==> src/rtl/core/rtc_pkg.sv <==
package rtc_pkg;

	localparam int unsigned TPS_W = 24;
	localparam int unsigned TICK_W = 28;
	localparam int unsigned IVL_W = 4;
	localparam int unsigned CCNT_W = 5;
	localparam int unsigned DIGIT_COUNT = 14;

	localparam logic [TPS_W-1:0] TPS_RESET = 24'd62500;
	localparam logic [IVL_W-1:0] IVL_DEFAULT = 4'd10;
	localparam logic [CCNT_W-1:0] STRING_LEN = 5'd17;
	localparam logic [CCNT_W-1:0] CCNT_MAX = 5'd31;

	localparam logic OP_CHAR = 1'b0;
	localparam logic OP_TICK = 1'b1;

	localparam logic [1:0] STATUS_NONE = 2'd0;
	localparam logic [1:0] STATUS_ACCEPTED = 2'd1;
	localparam logic [1:0] STATUS_REJECTED = 2'd2;

	typedef struct packed {
		logic       operation;
		logic [7:0] char_in;
		logic       last_char;
	} rtc_item_t;

	typedef struct packed {
		logic        interval_done;
		logic [1:0]  set_status;
		logic        time_valid;
		logic [6:0]  seconds;
		logic [6:0]  minutes;
		logic [6:0]  hours;
		logic [7:0]  day;
		logic [6:0]  month;
		logic [13:0] year;
	} rtc_result_t;

endpackage

==> src/rtl/core/rtc_time_of_day_counter.sv <==
// Channel  Dir  Handshake          Contents
// s_*      in   s_tvalid/s_tready  tdata char_in, tlast last_char, tuser operation
// m_*      out  m_tvalid/m_tready  tdata date, time and status of one word
// cfg_*    in   cfg_wr_en          ticks per second, written on any enabled edge
//
// Each accepted word gives exactly one result word. The word waits in the
// input register while the update logic works on it; the result register
// then loads the update, so the result word passes both registers before it
// can be taken. A new word can enter every cycle unless m_tready stalls.
// Reset clears the clock to all zeros, invalid, interval 10 s, tick rate
// 62500. A stalled m_tready holds the result and, once the input register is
// also full, drops s_tready.
module rtc_time_of_day_counter (
	input  logic        clk,
	input  logic        arst_n,
	input  logic        cfg_wr_en,
	input  logic [23:0] cfg_wr_data,
	input  logic        s_tvalid,
	output logic        s_tready,
	input  logic [7:0]  s_tdata,   // [7:0] char_in
	input  logic        s_tlast,   // last_char
	input  logic        s_tuser,   // operation: 0 character, 1 timer tick
	output logic        m_tvalid,
	input  logic        m_tready,
	// [13:0] year, [20:14] month, [28:21] day, [35:29] hours, [42:36] minutes,
	// [49:43] seconds, [50] time_valid, [52:51] set_status, [53] interval_done
	output logic [55:0] m_tdata
);

	rtc_pkg::rtc_item_t   item_in, item_s1;
	rtc_pkg::rtc_result_t result_d, result_q;
	logic                 item_valid, out_free, step;

	assign item_in.operation = s_tuser;
	assign item_in.char_in = s_tdata;
	assign item_in.last_char = s_tlast;

	// advance the state whenever a buffered word can move into the result register
	assign step = item_valid && out_free;

	rtc_in_reg u_in_reg (
		.clk        (clk),
		.arst_n     (arst_n),
		.s_tvalid   (s_tvalid),
		.s_tready   (s_tready),
		.item_in    (item_in),
		.take       (step),
		.item_valid (item_valid),
		.item_out   (item_s1)
	);

	rtc_core u_core (
		.clk         (clk),
		.arst_n      (arst_n),
		.cfg_wr_en   (cfg_wr_en),
		.cfg_wr_data (cfg_wr_data),
		.step        (step),
		.item        (item_s1),
		.result      (result_d)
	);

	rtc_out_reg u_out_reg (
		.clk        (clk),
		.arst_n     (arst_n),
		.load       (step),
		.result_in  (result_d),
		.free       (out_free),
		.m_tvalid   (m_tvalid),
		.m_tready   (m_tready),
		.result_out (result_q)
	);

	// pack the result word, year in the lowest bits, zero fill to whole bytes
	assign m_tdata = {2'b00, result_q};

endmodule

==> src/rtl/core/rtc_in_reg.sv <==
module rtc_in_reg (
	input  logic              clk,
	input  logic              arst_n,
	input  logic              s_tvalid,
	output logic              s_tready,
	input  rtc_pkg::rtc_item_t item_in,
	input  logic              take,
	output logic              item_valid,
	output rtc_pkg::rtc_item_t item_out
);

	logic              valid_s1;
	rtc_pkg::rtc_item_t item_s1;
	logic              accept;

	assign s_tready = !valid_s1 || take;
	assign accept = s_tvalid && s_tready;
	assign item_valid = valid_s1;
	assign item_out = item_s1;

	always_ff @(posedge clk or negedge arst_n) begin
		if (!arst_n) begin
			valid_s1 <= 1'b0;
		end else if (accept) begin
			valid_s1 <= 1'b1;
		end else if (take) begin
			valid_s1 <= 1'b0;
		end
	end

	always_ff @(posedge clk) begin
		if (accept) begin
			item_s1 <= item_in;
		end
	end

endmodule

==> src/rtl/core/rtc_core.sv <==
module rtc_core (
	input  logic                        clk,
	input  logic                        arst_n,
	input  logic                        cfg_wr_en,
	input  logic [rtc_pkg::TPS_W-1:0]   cfg_wr_data,
	input  logic                        step,
	input  rtc_pkg::rtc_item_t          item,
	output rtc_pkg::rtc_result_t        result
);

	logic [rtc_pkg::TPS_W-1:0]  tps_q;
	logic [13:0]                year_q;
	logic [6:0]                 month_q;
	logic [7:0]                 day_q;
	logic [6:0]                 hours_q;
	logic [6:0]                 minutes_q;
	logic [6:0]                 seconds_q;
	logic                       valid_q;
	logic [rtc_pkg::IVL_W-1:0]  ivl_q;
	logic [rtc_pkg::TICK_W-1:0] tick_q;
	logic [rtc_pkg::CCNT_W-1:0] ccnt_q;
	logic                       bad_q;
	logic [3:0]                 digits_q [rtc_pkg::DIGIT_COUNT];

	function automatic logic [6:0] two_digits(input logic [3:0] hi, input logic [3:0] lo);
		two_digits = 7'(7'(hi) * 7'd10 + 7'(lo));
	endfunction

	// character path
	logic       is_char, is_tick;
	logic       in_range, slot_ok, is_digit, bad_d, accept_set;
	logic [3:0] slot, digit, last_digit;
	logic [6:0] yh, yl;

	always_comb begin
		slot = 4'd0;
		slot_ok = 1'b1;
		case (ccnt_q)
			5'd0, 5'd1, 5'd2, 5'd3, 5'd4, 5'd5, 5'd6, 5'd7: slot = ccnt_q[3:0];
			5'd9, 5'd10: slot = 4'(ccnt_q - 5'd1);
			5'd12, 5'd13: slot = 4'(ccnt_q - 5'd2);
			5'd15, 5'd16: slot = 4'(ccnt_q - 5'd3);
			default: slot_ok = 1'b0;
		endcase
	end

	assign is_char = step && (item.operation == rtc_pkg::OP_CHAR);
	assign is_tick = step && (item.operation == rtc_pkg::OP_TICK);
	assign in_range = ccnt_q < rtc_pkg::STRING_LEN;
	assign is_digit = (item.char_in >= 8'h30) && (item.char_in <= 8'h39);
	assign digit = 4'(item.char_in - 8'h30);
	assign bad_d = bad_q || !in_range || (slot_ok && !is_digit);
	assign accept_set = item.last_char && !bad_d
		&& (ccnt_q == rtc_pkg::STRING_LEN - 5'd1);
	// the final seconds digit arrives with the closing character
	assign last_digit = digit;
	assign yh = two_digits(digits_q[0], digits_q[1]);
	assign yl = two_digits(digits_q[2], digits_q[3]);

	// tick path
	logic [rtc_pkg::TICK_W-1:0] tick_inc, limit;
	logic                       ivl_end;

	assign tick_inc = tick_q + 28'd1;
	assign limit = 28'(tps_q) * 28'(ivl_q);
	assign ivl_end = tick_inc >= limit;

	// interval advance with carries
	logic [7:0] s_sum, m_sum, h_sum, s_adv, m_adv, h_adv, d_adv;
	logic       c_min, c_hr;
	logic [2:0] c_day;

	always_comb begin
		s_sum = 8'(seconds_q) + 8'(ivl_q);
		c_min = s_sum >= 8'd60;
		s_adv = c_min ? 8'(s_sum - 8'd60) : s_sum;
		m_sum = 8'(minutes_q) + 8'(c_min);
		c_hr = m_sum >= 8'd60;
		m_adv = c_hr ? 8'(m_sum - 8'd60) : m_sum;
		h_sum = 8'(hours_q) + 8'(c_hr);
		if (h_sum >= 8'd96) begin
			c_day = 3'd4;
		end else if (h_sum >= 8'd72) begin
			c_day = 3'd3;
		end else if (h_sum >= 8'd48) begin
			c_day = 3'd2;
		end else if (h_sum >= 8'd24) begin
			c_day = 3'd1;
		end else begin
			c_day = 3'd0;
		end
		h_adv = 8'(h_sum - 8'(c_day) * 8'd24);
		d_adv = 8'(day_q + 8'(c_day));
	end

	// next state
	logic [13:0]                year_d;
	logic [6:0]                 month_d, hours_d, minutes_d, seconds_d;
	logic [7:0]                 day_d;
	logic                       valid_d, done_d;
	logic [rtc_pkg::IVL_W-1:0]  ivl_d;
	logic [rtc_pkg::TICK_W-1:0] tick_d;
	logic [rtc_pkg::CCNT_W-1:0] ccnt_d;
	logic                       bad_n;
	logic [1:0]                 status_d;

	always_comb begin
		year_d = year_q;
		month_d = month_q;
		day_d = day_q;
		hours_d = hours_q;
		minutes_d = minutes_q;
		seconds_d = seconds_q;
		valid_d = valid_q;
		ivl_d = ivl_q;
		tick_d = tick_q;
		ccnt_d = ccnt_q;
		bad_n = bad_q;
		status_d = rtc_pkg::STATUS_NONE;
		done_d = 1'b0;
		if (is_tick) begin
			tick_d = tick_inc;
			if (ivl_end) begin
				seconds_d = s_adv[6:0];
				minutes_d = m_adv[6:0];
				hours_d = h_adv[6:0];
				day_d = d_adv;
				tick_d = '0;
				ivl_d = rtc_pkg::IVL_DEFAULT;
				done_d = 1'b1;
			end
		end else if (is_char) begin
			bad_n = bad_d;
			if (ccnt_q != rtc_pkg::CCNT_MAX) begin
				ccnt_d = ccnt_q + 5'd1;
			end
			if (item.last_char) begin
				if (accept_set) begin
					year_d = 14'(14'(yh) * 14'd100 + 14'(yl));
					month_d = two_digits(digits_q[4], digits_q[5]);
					day_d = 8'(two_digits(digits_q[6], digits_q[7]));
					hours_d = two_digits(digits_q[8], digits_q[9]);
					minutes_d = two_digits(digits_q[10], digits_q[11]);
					seconds_d = two_digits(digits_q[12], last_digit);
					valid_d = 1'b1;
					tick_d = '0;
					ivl_d = rtc_pkg::IVL_DEFAULT - last_digit;
					status_d = rtc_pkg::STATUS_ACCEPTED;
				end else begin
					status_d = rtc_pkg::STATUS_REJECTED;
				end
				ccnt_d = '0;
				bad_n = 1'b0;
			end
		end
	end

	always_ff @(posedge clk or negedge arst_n) begin
		if (!arst_n) begin
			tps_q <= rtc_pkg::TPS_RESET;
			year_q <= '0;
			month_q <= '0;
			day_q <= '0;
			hours_q <= '0;
			minutes_q <= '0;
			seconds_q <= '0;
			valid_q <= 1'b0;
			ivl_q <= rtc_pkg::IVL_DEFAULT;
			tick_q <= '0;
			ccnt_q <= '0;
			bad_q <= 1'b0;
		end else begin
			if (cfg_wr_en) begin
				tps_q <= cfg_wr_data;
			end
			year_q <= year_d;
			month_q <= month_d;
			day_q <= day_d;
			hours_q <= hours_d;
			minutes_q <= minutes_d;
			seconds_q <= seconds_d;
			valid_q <= valid_d;
			ivl_q <= ivl_d;
			tick_q <= tick_d;
			ccnt_q <= ccnt_d;
			bad_q <= bad_n;
		end
	end

	always_ff @(posedge clk) begin
		if (is_char && in_range && slot_ok && is_digit) begin
			digits_q[slot] <= digit;
		end
	end

	always_comb begin
		result.year = year_d;
		result.month = month_d;
		result.day = day_d;
		result.hours = hours_d;
		result.minutes = minutes_d;
		result.seconds = seconds_d;
		result.time_valid = valid_d;
		result.set_status = status_d;
		result.interval_done = done_d;
	end

endmodule

==> src/rtl/core/rtc_out_reg.sv <==
module rtc_out_reg (
	input  logic                clk,
	input  logic                arst_n,
	input  logic                load,
	input  rtc_pkg::rtc_result_t result_in,
	output logic                free,
	output logic                m_tvalid,
	input  logic                m_tready,
	output rtc_pkg::rtc_result_t result_out
);

	logic                valid_q;
	rtc_pkg::rtc_result_t result_q;

	assign free = !valid_q || m_tready;
	assign m_tvalid = valid_q;
	assign result_out = result_q;

	always_ff @(posedge clk or negedge arst_n) begin
		if (!arst_n) begin
			valid_q <= 1'b0;
		end else if (load) begin
			valid_q <= 1'b1;
		end else if (m_tready) begin
			valid_q <= 1'b0;
		end
	end

	always_ff @(posedge clk) begin
		if (load) begin
			result_q <= result_in;
		end
	end

endmodule
==> config.mk <==
export PLATFORM = sky130hd
export DESIGN_NAME = rtc_time_of_day_counter
export DESIGN_NICKNAME = d
export VERILOG_FILES = /design/src/rtl/core/rtc_pkg.sv /design/src/rtl/core/rtc_time_of_day_counter.sv /design/src/rtl/core/rtc_in_reg.sv /design/src/rtl/core/rtc_core.sv /design/src/rtl/core/rtc_out_reg.sv
export SDC_FILE = /design/constraint.sdc
export NUM_CORES = 1
export LEC_CHECK = 0
export BUFFER_PORTS_ARGS = -buffer_cell sky130_fd_sc_hd__clkbuf_2
export CAP_MARGIN = 15
export CORE_MARGIN = 5
export CORE_UTILIZATION = 41
export DETAILED_ROUTE_END_ITERATION = 8
export GPL_TIMING_DRIVEN = 0
export SYNTH_ARGS = -nofsm -noshare
export SYNTH_HDL_FRONTEND = slang
export SYNTH_SLANG_ARGS = --single-unit
==> constraint.sdc <==
create_clock -name clk -period 6.56 [get_ports clk]
set_clock_uncertainty 0.2 [all_clocks]
set_input_delay 1.312 -clock clk [delete_from_list [all_inputs] [get_ports clk]]
set_output_delay 1.312 -clock clk [all_outputs]
set_load 0.02 [all_outputs]
* Word-level counts from Yosys, hierarchy flattened
Memories as Yosys holds them, arrays and structs flattened.
Index checks and enable logic that the tools add are counted.
** Storage, ports and cells
- Register bits after elaboration :: 179
- Bits in latches :: 0
- RAM bits :: 56
- Memory bits (read-only) :: 0
- Bits of input ports :: 39
- Logic and storage cells :: 186
- Memories kept :: 1
** Operators by class
- Add/subtract/negate cells :: 22
- Multiply operators :: 10
- Div/mod/pow operators :: 0
- Magnitude comparators :: 10
- Eq/ne operators :: 15
- Shift operators :: 0
- Muxes and demuxes :: 61
- Bitwise operators :: 4
- Reductions and logical operators :: 37
** Memories
- u_core.digits_q :: words 14, width 4, rd ports 13, clocked after memory_dff 0, write ports 1, RTL line rtc_core.sv:23 : logic [3:0] digits_q [rtc_pkg::DIGIT_COUNT];
** Operators with widths (number)
- $mux W7 :: 21
- $mux W28 :: 5
- $mux W14 :: 4
- $add A7 B4 Y7 :: 7
- $mul A4 B3 Y6 const B :: 7
- $mux W8 :: 5
- $ge A8 B6 Y1 const B :: 4
- $add A28 B1 Y28 const B :: 1
- $ge A28 B28 Y1 :: 1
- $mul A24 B4 Y28 :: 1
- $eq A5 B4 Y1 const B :: 5
- $eq A5 B3 Y1 const B :: 4
- $mux W4 :: 5
- $add A7 B1 Y8 :: 2
- $ge A8 B7 Y1 const B :: 2
- $pmux W4 S4 :: 1
- $add A14 B7 Y14 :: 1
- $mux W1 :: 14
- $reduce_or A14 Y1 :: 1
- $sub A7 B6 Y7 const B :: 2
- $mul A7 B5 Y12 const B :: 1
- $reduce_bool A2 Y1 :: 6
- $logic_and A1 B1 Y1 :: 11
- $eq A5 B2 Y1 const B :: 2
- 28 further kinds :: 46

* Depth between registers and ports, before layout
Gate-level depths: netlist of run 1.
- Depth after elaboration :: 14
- Mapped depth :: 34
- Gate-level depth less buffers :: 33

* Cells and area by module
A second synthesis of run 1 with hierarchy kept.
** Second synthesis, totals
- Cell total of the unflattened synthesis :: 1504
- Area total of the unflattened synthesis :: 15939.0 µm²
** Modules (own cells, without submodules)
- rtc_core :: instances 1, cells an instance 1429, area each 13890.8 µm²
- rtc_out_reg :: instances 1, cells an instance 57, area each 1669.1 µm²
- rtc_in_reg :: instances 1, cells an instance 14, area each 354.1 µm²
- rtc_time_of_day_counter :: instances 1, cells an instance 4, area each 25.0 µm²

* Worst setup path before layout of run 1
Ideal clock, no wire load.
- Kind :: register -> register
- From :: reg u_core.ivl_q[1] (netlist name)
- To :: reg u_out_reg.result_out[27] (netlist name)
- Arrival :: 6.408 ns
- Slack :: -0.184 ns
- Stages on the path, launching flop included :: 33
- Path buffers :: 2
- Period minus slack after synthesis :: 6.744 ns
- Cells stage by stage :: dfstp_2 > clkbuf_1 > inv_1 > fa_1 > xnor2_1 > ha_1 > o221ai_1 > a21oi_1 > ha_1 > ha_1 > nand3_1 > xor2_1 > nand2b_1 > clkbuf_1 > nand2b_1 > nand2_1 > a211o_1 > ha_1 > ha_1 > nand3_1 > xnor2_1 > inv_1 > a21oi_1 > nor2_1 > nor3_1 > ha_1 > inv_1 > fa_1 > inv_1 > a21o_1 > a31oi_1 > or4_1 > nand2_1
** RTL lines
- from (decl) :: RTL line rtc_core.sv:19 : logic [rtc_pkg::IVL_W-1:0] ivl_q;
- from (signal assigned) :: RTL line rtc_core.sv:168 : ivl_q <= rtc_pkg::IVL_DEFAULT;
- from (signal assigned) :: RTL line rtc_core.sv:183 : ivl_q <= ivl_d;

==> results of run 1 <==
## registers in the layout, summed over array words and instances (netlist names)
name / flops
u_core.valid_q: 1
u_core.tick_q: 28
u_core.bad_q: 1
u_in_reg.item_valid: 1
u_out_reg.m_tvalid: 1
u_core.ivl_q: 4
u_core.ccnt_q: 5
u_core.tps_q: 24
u_core.hours_q: 7
u_core.year_q: 14
u_core.seconds_q: 7
u_core.minutes_q: 7
u_in_reg.item_out: 10
u_core.digits_q: 52
u_core.day_q: 8
u_out_reg.result_out: 54
u_core.month_q: 7
## power by group through the flow
stage          combinational [mW]  sequential [mW]  clock, mW
3_3_place_gp                 1.10             1.72          0
2_1_floorplan               0.818             1.72          0
4_1_cts                      1.20             1.69       1.58
3_5_place_dp                 1.13             1.71          0
6_report                     1.27             1.69       1.54
5_1_grt                      1.43             1.70       1.64
## Yosys cell counts (24+ instances only)
| cell type | number | share of area |
|---|---|---|
| sky130_fd_sc_hd__clkbuf_1 | 30 | 0.0070 |
| sky130_fd_sc_hd__mux2_2 | 24 | 0.017 |
| sky130_fd_sc_hd__ha_1 | 164 | 0.13 |
| sky130_fd_sc_hd__edfxtp_1 | 116 | 0.22 |
| sky130_fd_sc_hd__fa_1 | 65 | 0.081 |
| sky130_fd_sc_hd__xnor2_1 | 59 | 0.032 |
| sky130_fd_sc_hd__nand3_1 | 31 | 0.0097 |
| sky130_fd_sc_hd__and2_1 | 35 | 0.014 |
| sky130_fd_sc_hd__nand2_1 | 185 | 0.043 |
| sky130_fd_sc_hd__inv_1 | 120 | 0.028 |
| sky130_fd_sc_hd__a21oi_1 | 76 | 0.024 |
| sky130_fd_sc_hd__nor3_1 | 26 | 0.0081 |
| sky130_fd_sc_hd__a21o_1 | 32 | 0.015 |
| sky130_fd_sc_hd__xor2_1 | 56 | 0.031 |
| sky130_fd_sc_hd__a31oi_1 | 25 | 0.0098 |
| sky130_fd_sc_hd__dfrtp_1 | 106 | 0.17 |
| sky130_fd_sc_hd__o21ai_0 | 68 | 0.021 |
| sky130_fd_sc_hd__nor2_1 | 67 | 0.016 |
## timing repair
| item | in CTS | in global routing |
|---|---|---|
| endpoints found under the setup margin | 91 | 89 |
| resized for setup | 90 | 95 |
| gates cloned | 0 | 3 |
| buffers inserted | 23 | 32 |
| hold endpoints to repair | 0 | 0 |
| pin swaps | 30 | 58 |
## worst max path at each step
stage,end,slack [ns],cells past startpoint
floorplan,u_out_reg.result_out[27]$_DFFE_PP_,0.07,34
global placement,u_out_reg.result_out[49]$_DFFE_PP_,-1.41,26
detailed placement,u_out_reg.result_out[49]$_DFFE_PP_,-1.36,26
CTS,u_out_reg.result_out[47]$_DFFE_PP_,0.001,27
global route,u_out_reg.result_out[27]$_DFFE_PP_,-0.19,33
finish,u_out_reg.result_out[27]$_DFFE_PP_,0.07,33
## cell type report
| class | instances | area (um^2) |
|---|---|---|
| Multi-Input combinational cell | 1141 | 9650 |
| Tap cell | 518 | 648 |
| Clock buffer | 40 | 796 |
| Clock inverter | 9 | 116 |
| Buffer | 47 | 367 |
| Fill cell | 3500 | 19200 |
| Inverter | 121 | 458 |
| Timing Repair Buffer | 153 | 1030 |
| Sequential cell | 231 | 6370 |
## worst max-delay path: cells and delay by family (launching register included)
family                     cells  cell delay [ns]
adders and majority gates      8             1.89
buffers and inverters          5             0.42
AOI/OAI and AO/OA              7             1.02
DFF                            1             0.54
and+or+nand+nor               11             1.84
xor gates and xnor gates       2             0.40
## logic make-up after synthesis
group           count (synthesis)  synth area share
fa+ha+maj                     229             0.209
buf+inv                       168            0.0412
compound gates                318             0.133
flops                         231             0.398
other cells                     1          0.000234
mux                            28            0.0194
xor+xnor                      115            0.0629
simple gates                  449             0.136
## through the flow
| step | hold WS (ns) | area [um^2] | instances |
|---|---|---|---|
| 5_1_grt | 0.288 | 19400 | 2260 |
| 3_5_place_dp | 0.250 | 17200 | 2153 |
| 3_3_place_gp | 0.247 | 17200 | 2151 |
| 6_report | 0.269 | 19400 | 2260 |
| 2_1_floorplan | 0.226 | 16000 | 1540 |
| 4_1_cts | 0.269 | 18700 | 2225 |
## metal layers
| metal | track usage | vias to the layer above | wire length, um |
|---|---|---|---|
| li1 | - | 5816 | - |
| met4 | 0.0367 | 0 | 776 |
| met3 | 0.0255 | 57 | 1730 |
| met5 | 0 | - | 0 |
| met1 | 0.225 | 6017 | 16800 |
| met2 | 0.327 | 251 | 20600 |
==> out/metrics.cfg, run 1 <==
[status]
result_of_the_run=complete, no violations

[synth]
sequential_area_share_after_synthesis=0.398
ys_types=81
synthArstFlopShare=0.498
most_instantiated_flip_flop_cell_in_the_synthesis_netlist=sky130_fd_sc_hd__edfxtp_1
yosys_warnings=0
post_synth.cell_area_avg_um2=10.4
post_synth_edffs=116
netlist_area_mm2=0.0160
synthesis_stage_register_bit_count=231
post_synth_inst_count=1539

[power]
power_leakage_nw=8.78
pwr-share-comb=0.281
p_seq_frac=0.376
power_switching_mw=1.42
clock_power_share=0.343
vdd.ir_drop.worst_v=0.000215
power-per-cell-area_mw_per_mm2=232
internal_power_mw=3.08
power.total_mw=4.50
power_switching_share=0.316

[detailed_routing]
detail_route.first_pass.iterations=6
detail_route.drc_violations=0
dr.first_iter.drc_count=629
routed_wl_um=39900
drt.antenna.violating_nets=0
wl_per_cell_um=17.7
vias_per_cell=5.37
vias=12141

[critical_path]
start_kind=flop
internal_reg_to_reg_setup_slack_ns=0.07
crit_path_top_delay_cell=sky130_fd_sc_hd__dfstp_2
r2r_cells=33
timing.critical_path.required_ns=6.78
worstReg2RegStart=u_core.ivl_q[3]$_DFFE_PN1P_
worst_path_most_repeated_cell=sky130_fd_sc_hd__ha_2
worst_setup_path_end_kind=flop
crit_path_max_incr_delay_ns=0.54
timing.critical_path.arrival_ns=6.71
critical_path.max_fanout=8
rr_endpoint=u_out_reg.result_out[27]$_DFFE_PP_
worstSetupStartpoint=u_core.ivl_q[3]$_DFFE_PN1P_
timing.setup.critical_path_class=reg2reg

[global_route]
gr-usage-all-layers=0.178
grt_start_max_net_pins=88
first_pass_grt_wire_length_um=64400
overall_overflow_remaining_after_global_route=0
first_global_vias=12538
grt_antenna_before_repair=1

[layout]
area_delta_synth_final_pct=21.3
nets=1990
post_route_cells_drive_above_1_share=0.218
insertedDiodeCount=0
mostFrequentLayoutCell=sky130_fd_sc_hd__nand2_1
final_core_utilization=0.503
mostFrequentLayoutCells=sky130_fd_sc_hd__nand2_1 (178), sky130_fd_sc_hd__ha_1 (144), sky130_fd_sc_hd__edfxtp_1 (116)

[clocking]
cts_max_path_buffers=3
clkLatencyLatePin_ns=0.57
cts.clk_slew.worst_paths_ns=0.06
cts_tree=done
cts_buffers=27
cts_hold_repair.buffers=0
cts_htree_levels=1
cts_root_buffer=sky130_fd_sc_hd__clkbuf_16
clock_sinks=231

[sta]
setup_violations=0
max_slew.worst_pin.slew_ns=0.936
fin_ws_ns=0.0718
report.final.hold_viol_count=0
max_clock_freq_mhz=154
finalCritPeriodShare=0.989
final.min_clock_period_ns=6.49
slew_headroom=0.376
final-max-slew-violation-count=0
setup_tns_after_final_layout_ns=0
rsz0062_at_grt=yes

[floorplanning]
boundaryPins=97
die_h_um=208
chipWidth_um=208
start_util=0.414
design.die.area_mm2=0.0431
core_mm2=0.0386
rows=72

[placement]
globalplace.congestion=0.903
place_worst_setup_slack_ns=-1.36
dp_hpwl_um=28800
io_buffer_count=93

[flow_run]
max_cap_viol_count=0

[worst_hold_path]
hold_depth=1
timing.hold.worst_endpoint=u_core.valid_q$_DFF_PN0_
worst_hold_startpoint=u_core.valid_q$_DFF_PN0_
worstHoldPathType=reg2reg

Note: power is estimated with default switching activity, not from simulation.
==> run 2: changes to the inputs <==
==> constraint.sdc (replaced) <==
create_clock -name clk -period 6.56 [get_ports clk]
set_clock_uncertainty 0.2 [all_clocks]
set_input_delay 0.328 -clock clk [delete_from_list [all_inputs] [get_ports clk]]
set_output_delay 0.328 -clock clk [all_outputs]
set_load 0.02 [all_outputs]
==> out/metrics.cfg, run 2 (synthesis gave the netlist of run 1 again) <==
[status]
result_of_the_run=complete, no violations

[floorplanning]
chipWidth_um=208  ; unchanged
die_h_um=208  ; unchanged
start_util=0.414  ; unchanged
design.die.area_mm2=0.0431  ; unchanged
core_mm2=0.0386  ; unchanged
boundaryPins=97  ; unchanged
rows=72  ; unchanged

[detailed_routing]
detail_route.drc_violations=0  ; unchanged
detail_route.first_pass.iterations=5  ; -1
vias_per_cell=5.34  ; -0.60%
routed_wl_um=40100  ; +0.53%
vias=12271  ; +1.1%
dr.first_iter.drc_count=604  ; -4.0%
drt.antenna.violating_nets=0  ; unchanged
wl_per_cell_um=17.5  ; -1.1%

[critical_path]
crit_path_top_delay_cell=sky130_fd_sc_hd__dfstp_2
timing.setup.critical_path_class=reg2reg
critical_path.max_fanout=8  ; unchanged
timing.critical_path.required_ns=6.78  ; about the same
worst_setup_path_end_kind=flop
cp_top_family=adder cells
critical_path_buf_inv_count=5  ; unchanged
crit_path_max_incr_delay_ns=0.54  ; about the same
timing.critical_path.arrival_ns=6.72  ; about the same
worst_path_most_repeated_cell=sky130_fd_sc_hd__ha_2
start_kind=flop

[sta]
final.min_clock_period_ns=6.50  ; +0.0106 ns
finalCritPeriodShare=0.991  ; +0.00161
max_slew.worst_pin.slew_ns=0.913  ; -0.0234 ns
report.final.hold_viol_count=0  ; unchanged
whs_ns=0.0140  ; -0.255 ns
final-max-slew-violation-count=0  ; unchanged
setup_violations=0  ; unchanged
max_clock_freq_mhz=154  ; -0.16%
rsz0062_at_grt=yes
slew_headroom=0.391  ; +0.0156

[power]
clock_power_share=0.342  ; about the same
vdd.ir_drop.worst_v=0.000215  ; +0.31%
power.total_mw=4.52  ; +0.38%
internal_power_mw=3.09  ; +0.48%
power_switching_mw=1.43  ; +0.15%
power_switching_share=0.316  ; -0.000723
power-per-cell-area_mw_per_mm2=228  ; -1.6%
power_leakage_nw=8.94  ; +1.8%
p_seq_frac=0.374  ; -0.002
pwr-share-comb=0.284  ; +0.003

[clocking]
cts_max_path_buffers=3  ; unchanged
cts.clk_slew.worst_paths_ns=0.06  ; about the same
cts_tree=done
cts_htree_levels=1  ; unchanged
clock_sinks=231  ; unchanged
cts_root_buffer=sky130_fd_sc_hd__clkbuf_16
clkLatencyLatePin_ns=0.57  ; about the same
cts_buffers=27  ; unchanged

[layout]
nets=2028  ; +1.9%
insertedDiodeCount=0  ; unchanged
largest_register_ffs=54  ; unchanged
mostFrequentLayoutCell=sky130_fd_sc_hd__nand2_1
area_delta_synth_final_pct=23.7
mostFrequentLayoutCells=sky130_fd_sc_hd__nand2_1 (178), sky130_fd_sc_hd__ha_1 (144), sky130_fd_sc_hd__edfxtp_1 (116)
post_route_cells_drive_above_1_share=0.213  ; -0.00466

[placement]
io_buffer_count=93  ; unchanged
globalplace.congestion=0.903  ; unchanged
dp_hpwl_um=28800  ; unchanged

[global_route]
first_global_vias=12693  ; +1.2%
grt_start_max_net_pins=88  ; unchanged
gr-usage-all-layers=0.180  ; +0.00168
first_pass_grt_wire_length_um=65000  ; +0.99%
overall_overflow_remaining_after_global_route=0  ; unchanged
grt_antenna_before_repair=1  ; unchanged

[worst_hold_path]
worstHoldPathType=in2async

[flow_run]
max_cap_viol_count=0  ; unchanged

[run 2: cell count changes in the layout (fill, tap and decap cells not counted), sizes merged]
cell / delta
dlygate4sd3: +38
[run 2: final timing paths]
kind,startpoint,end,slack (ns),cells after the start
max,u_core.ivl_q[3]$_DFFE_PN1P_,u_out_reg.result_out[27]$_DFFE_PP_,0.06,33
min,arst_n,u_core.tick_q[20]$_DFFE_PN0P_,0.01,2
max reg2reg,u_core.ivl_q[3]$_DFFE_PN1P_,u_out_reg.result_out[27]$_DFFE_PP_,0.06,33
min reg2reg,u_core.valid_q$_DFF_PN0_,u_core.valid_q$_DFF_PN0_,0.27,1
max in group asynchronous,arst_n,u_core.ivl_q[0]$_DFFE_PN0P_,5.36,3
min in group clk,cfg_wr_en,u_core.tps_q[2]$_DFFE_PN1P_,0.03,2
[run 2: cell type report]
| type | instances | area (um^2) |
|---|---|---|
| inverter | 121 | 458 |
| timing repair buffer | 191 | 1410 |
| buffer | 47 | 367 |
| fill | 3457 | 18800 |
| sequential | 231 | 6370 |
| clock buffer | 40 | 796 |
| multi-input combinational | 1141 | 9650 |
| tap | 518 | 648 |
| clock inverter | 9 | 116 |
[run 2: per-layer routing]
metal,wire (um),up-vias,track usage
met5,0,-,0
met3,1560,56,0.0254
met4,756,0,0.0369
met1,17100,6088,0.227
met2,20600,226,0.331
li1,-,5901,-
[run 2: timing repair]
action | CTS | global route
setup endpoints to repair | 91 | 89
hold endpoints to repair | 149 | 0
pin swaps | 30 | 58
hold buffers | 38 | 0
resized for setup | 90 | 95
cloned | 0 | 3
buffers inserted | 23 | 32
[run 2: power groups by stage]
stage               clock, mW  sequential (mW)  combinational, mW
floorplan                   0             1.72              0.818
finish                   1.54             1.69               1.28
CTS                      1.58             1.69               1.22
global placement            0             1.72               1.10
detailed placement          0             1.71               1.13
global route             1.64             1.70               1.44
[run 2: through the flow]
step                      TNS [ns]  worst slack [ns]  cell area [um^2]  instances  utilization
after floorplan                  0            0.0746             16000       1540            -
after global placement      -91.36             -1.41             17200       2151        0.444
after detailed placement    -89.95             -1.36             17200       2153        0.445
after CTS                        0           0.00113             19100       2263        0.494
after global routing         -1.62            -0.206             19800       2298        0.513
final                            0            0.0613             19800       2298        0.513
